<file path="src/assert_macros.svh">
// Assertion macros shared by the RTL of the angle-tracking loop.
// Depends on nothing; included by files that carry concurrent checks.
`ifndef ASSERT_MACROS_SVH
`define ASSERT_MACROS_SVH

// Same-cycle implication, disabled while reset is low.
`define ASSERT_SAME(label, clk, rst_n, cond, prop) \
  label: assert property (@(posedge clk) disable iff (!rst_n) (cond) |-> (prop)) \
    else $error("same-cycle check failed");

// Next-cycle implication, disabled while reset is low.
`define ASSERT_NEXT(label, clk, rst_n, cond, prop) \
  label: assert property (@(posedge clk) disable iff (!rst_n) (cond) |=> (prop)) \
    else $error("next-cycle check failed");

`endif

</file>
<file path="src/atpv_pkg.sv">
// Package for the angle-tracking loop: field widths, register reset values,
// register indexes, sequencer states and the multiplier operand type. No dependencies.
package atpv_pkg;

  localparam int unsigned AngleW   = 32;
  localparam int unsigned VelW     = 32;
  localparam int unsigned PeriodW  = 32;
  localparam int unsigned PropW    = 31;
  localparam int unsigned IntegW   = 32;
  localparam int unsigned SnapW    = 31;
  localparam int unsigned CfgIdxW  = 3;
  localparam int unsigned CfgDataW = 32;
  localparam int unsigned MulOpW   = 33;
  localparam int unsigned ProdW    = 64;

  localparam logic [PeriodW-1:0] SamplePeriodRst = 32'd4294967;
  localparam logic [PropW-1:0]   PropGainRst     = 31'd214748365;
  localparam logic [IntegW-1:0]  IntegGainRst    = 32'd655360;
  localparam logic [SnapW-1:0]   SnapBandRst     = 31'd0;

  typedef enum logic [CfgIdxW-1:0] {
    REG_SAMPLE_PERIOD = 3'd0,
    REG_PROP_GAIN     = 3'd1,
    REG_INTEG_GAIN    = 3'd2,
    REG_SNAP_BAND     = 3'd3
  } atpv_reg_t;

  typedef enum logic [2:0] {
    ST_IDLE,
    ST_MULV,
    ST_ERR,
    ST_MULP,
    ST_MULI,
    ST_FIN,
    ST_EMIT
  } atpv_state_t;

  typedef struct packed {
    logic signed [MulOpW-1:0] a;
    logic signed [MulOpW-1:0] b;
  } atpv_mul_op_t;

endpackage

</file>
<file path="src/atpv_mul.sv">
// Shared signed multiplier with a registered product.
// Depends on atpv_pkg for the operand type and product width.
module atpv_mul (
  input  logic                                 clk,
  input  atpv_pkg::atpv_mul_op_t               op,
  output logic signed [atpv_pkg::ProdW-1:0]    prod_r
);

  always_ff @(posedge clk) begin
    prod_r <= atpv_pkg::ProdW'(op.a * op.b);
  end

endmodule

</file>
<file path="config.mk">
export PLATFORM = sky130hd
export DESIGN_NAME = atpv_mul
export DESIGN_NICKNAME = d
export VERILOG_FILES = /design/src/assert_macros.svh /design/src/atpv_pkg.sv /design/src/atpv_mul.sv
export SDC_FILE = /design/constraint.sdc
export NUM_CORES = 2
export LEC_CHECK = 0
export CAP_MARGIN = 15
export CORE_MARGIN = 2
export CORE_UTILIZATION = 50
export CTS_CLUSTER_SIZE = 10
export DETAILED_ROUTE_END_ITERATION = 12
export DONT_BUFFER_PORTS = 1
export PLACE_DENSITY_LB_ADDON = 0.1
export SETUP_SLACK_MARGIN = 0.02
export SKIP_LAST_GASP = 1
export SLEW_MARGIN = 15
export SYNTH_ARGS = -nofsm -noshare
export SYNTH_HDL_FRONTEND = slang
export SYNTH_SLANG_ARGS = --single-unit
</file>
<file path="constraint.sdc">
create_clock -name clk -period 7.2 [get_ports clk]
set_input_delay 0.36 -clock clk [delete_from_list [all_inputs] [get_ports clk]]
set_output_delay 0.36 -clock clk [all_outputs]
set_load 0.005 [all_outputs]
</file>
==> insert_results.sql <==
INSERT INTO impl_metrics (metric_group, metric, value, unit) VALUES
('finish', 'flip_flop_count_of_the_largest_register_all_copies_and_words_added', '64', ''),
('sta', 'timing_hold_violations_final', '0', ''),
('yosys', 'avgSynthCellArea', '9.44', 'um2'),
('detailed_routing', 'wl_met1', '43000', 'um'),
('worst_setup_path', 'critical-path-slowest-cell', 'sky130_fd_sc_hd__fa_2', ''),
('finish', 'drive_gt1_frac', '0.0557', ''),
('detailed_routing', 'drt_drc_violations_left', '0', ''),
('finish', 'syn2layout_area_growth', '5.52', '%'),
('global_route', 'maximum_number_of_pins_on_one_net_before_global_route_repair', '35', ''),
('detailed_routing', 'highest_layer', 'met4', ''),
('die', 'ioPinCount', '131', ''),
('worst_setup_path', 'critPathMaxStageDelay', '0.67', 'ns'),
('yosys', 'yosysTopAreaCell', 'sky130_fd_sc_hd__fa_1', ''),
('finish', 'finalCoreUtilization', '0.531', ''),
('clock_network', 'cts_hold_repair.buffers', '0', ''),
('yosys', 'seq_area_frac_synth', '0.0324', ''),
('detailed_routing', 'drt_first_iter_violations', '1341', ''),
('hold_path', 'worst_hold_path_type', 'primary input to flip-flop', ''),
('yosys', 'yosysTopAreaCellShare', '0.569', ''),
('clock_network', 'cts.root.buffer_cell', 'sky130_fd_sc_hd__clkbuf_16', ''),
('finish', 'num-nets-final', '5546', ''),
('yosys', 'async_flop_share', '0', ''),
('placed_design', 'dpl_cell_area', '41200', 'um2'),
('clock_network', 'cts_sinks', '64', ''),
('global_route', 'grt_pass1_vias', '30022', ''),
('sta', 'setup-violations-final', '0', ''),
('worst_setup_path', 'cp_max_fo', '32', ''),
('detailed_routing', 'route.antenna.remaining_nets', '0', ''),
('global_route', 'grtUsageTotal', '0.289', ''),
('die', 'coreArea', '78700', 'um2'),
('yosys', 'synth_cells', '4192', ''),
('sta', 'pnr_worst_setup_slack', '0.170', 'ns'),
('sta', 'worstMarginPinSlew', '0.661', 'ns'),
('clock_network', 'tritoncts_clock_tree', 'built', ''),
('yosys', 'yosys.area_share.adder', '0.636', ''),
('worst_setup_path', 'worst_ep_arrival_time', '7.32', 'ns'),
('detailed_routing', 'dr_total_vias', '27128', ''),
('yosys', 'synth_flop_cell', 'sky130_fd_sc_hd__dfxtp_1', ''),
('yosys', 'synth_compound_area_frac', '0.0326', ''),
('placed_design', 'place_congestion', '0.881', ''),
('yosys', 'yosys-mux-area-fraction', '0.000253', ''),
('sta', 'period_share', '0.976', ''),
('detailed_routing', 'route.detailed.vias_per_inst', '5.22', ''),
('worst_setup_path', 'worstSetupEndpointType', 'flip-flop', ''),
('finish', 'seqCellArea', '1280', 'um2'),
('detailed_routing', 'drtPass1Iterations', '7', ''),
('flow_run', 'max_cap_violations', '0', ''),
('sta', 'period_minus_slack', '7.03', 'ns'),
('detailed_routing', 'wl_met2', '58800', 'um'),
('sta', 'max_freq', '142', 'MHz'),
('clock_network', 'cts_max_path_buffers', '2', ''),
('worst_setup_path', 'crit_family', 'adder cells', ''),
('yosys', 'syn-num-nets', '5596', ''),
('yosys', 'yosys.area_share.xor_xnor', '0.0168', ''),
('die', 'die_w', '285', 'um'),
('yosys', 'netlist_area', '39600', 'um2'),
('sta', 'slew_headroom', '0.559', ''),
('sta', 'grt_setup_unrepaired', 'yes', ''),
('die', 'row_count', '103', ''),
('placed_design', 'dpl.hpwl', '90600', 'um'),
('die', 'design.die.area', '81400', 'um2'),
('run_status', 'status', 'finished, final reports clean', ''),
('finish', 'most_flop_heavy_register', 'prod_r', ''),
('worst_setup_path', 'required', '7.49', 'ns'),
('yosys', 'synth_top_cells_by_area', 'sky130_fd_sc_hd__fa_1, sky130_fd_sc_hd__inv_1, sky130_fd_sc_hd__and2_1', ''),
('die', 'fp.dieH', '285', 'um'),
('yosys', 'synth-simple-area-share', '0.160', ''),
('worst_setup_path', 'worstSetupStartpointType', 'primary input', ''),
('detailed_routing', 'met3WireLength', '4820', 'um'),
('finish', 'design_area', '41800', 'um2'),
('sta', 'timing.setup.tns', '0', 'ns');
[area by class of cell]
class / count / area share
Multi-Input combinational cell: 2843 / 0.807
Inverter: 1076 / 0.0969
Tap cell: 1050 / 0.0315
Antenna cell: 1 / 0.0000599
Sequential cell: 64 / 0.0307
Timing Repair Buffer: 148 / 0.0269
Clock buffer: 12 / 0.00566
Clock inverter: 4 / 0.00132
[synthesized netlist by cell type (all sizes together), types with 7 or more instances]
master	count
nor2b	30
xnor2	51
nor3	8
fa	1125
nand3	20
nand2b	10
a21o	28
and2	554
clkbuf	203
nand4	9
xor2	25
a21oi	63
a31oi	9
o21ai	33
nand2	557
o21bai	7
nor2	32
inv	1076
dfxtp	64
ha	212
[path summary, 6_finish.rpt]
kind	slack [ns]	endpoint	cells after the start	start
max	0.17	prod_r[62]	23	op[65]
min	0.10	prod_r[0]	1	op[0]
[cells in the final DEF, fill, tap and decap left out, types with 5 or more instances in the layout]
master | netlist | layout
sky130_fd_sc_hd__inv_2 | 0 | 5
sky130_fd_sc_hd__a211oi_1 | 6 | 6
sky130_fd_sc_hd__and2_4 | 1 | 5
sky130_fd_sc_hd__nor3_1 | 8 | 8
sky130_fd_sc_hd__a21oi_1 | 60 | 55
sky130_fd_sc_hd__nor2b_1 | 30 | 30
sky130_fd_sc_hd__a31oi_1 | 8 | 8
sky130_fd_sc_hd__a21oi_2 | 3 | 5
sky130_fd_sc_hd__xnor2_1 | 51 | 51
sky130_fd_sc_hd__nand2_1 | 557 | 553
sky130_fd_sc_hd__ha_4 | 0 | 7
sky130_fd_sc_hd__o21ai_1 | 7 | 6
sky130_fd_sc_hd__fa_1 | 1125 | 1116
sky130_fd_sc_hd__nor2_1 | 32 | 31
sky130_fd_sc_hd__inv_1 | 1076 | 1068
sky130_fd_sc_hd__o21ai_0 | 25 | 25
sky130_fd_sc_hd__clkbuf_16 | 0 | 9
sky130_fd_sc_hd__nand2b_1 | 10 | 10
sky130_fd_sc_hd__o21bai_1 | 7 | 7
sky130_fd_sc_hd__and2_1 | 553 | 549
sky130_fd_sc_hd__buf_4 | 2 | 145
sky130_fd_sc_hd__fa_2 | 0 | 9
sky130_fd_sc_hd__dfxtp_1 | 64 | 64
sky130_fd_sc_hd__nand4_1 | 6 | 6
sky130_fd_sc_hd__xor2_1 | 25 | 25
sky130_fd_sc_hd__nand3_1 | 20 | 19
sky130_fd_sc_hd__a21o_1 | 27 | 27
sky130_fd_sc_hd__ha_1 | 212 | 202
[timing repair]
item                       in CTS  in global routing
pin swaps                       3                 22
buffers inserted                2                  8
setup endpoints to repair       6                 17
gates resized for setup         5                 39
[per-layer routing]
layer,track usage,up-vias
met5,0,-
met4,0.0948,0
met2,0.518,669
met1,0.367,14515
li1,-,11771
met3,0.0311,173
[cells by family after synthesis]
group	after synthesis
buffers and inverters	1285
XOR/XNOR	76
AO/OA/AOI/OAI	187
AND/OR/NAND/NOR	1242
flip-flops	64
multiplexers	1
adder cells (fa/ha/maj)	1337
[metrics by stage]
| step | hold WS [ns] | cells |
|---|---|---|
| final | 0.101 | 5198 |
| after global routing | 0.0909 | 5197 |
| after CTS | 0.0793 | 5189 |
| after detailed placement | 0.499 | 5171 |
| after global placement | 0.491 | 5171 |
| after floorplan | 0.487 | 4192 |
Power is not shown: default switching activity piles up to over one toggle a cycle in this logic, so the estimate is an artifact.
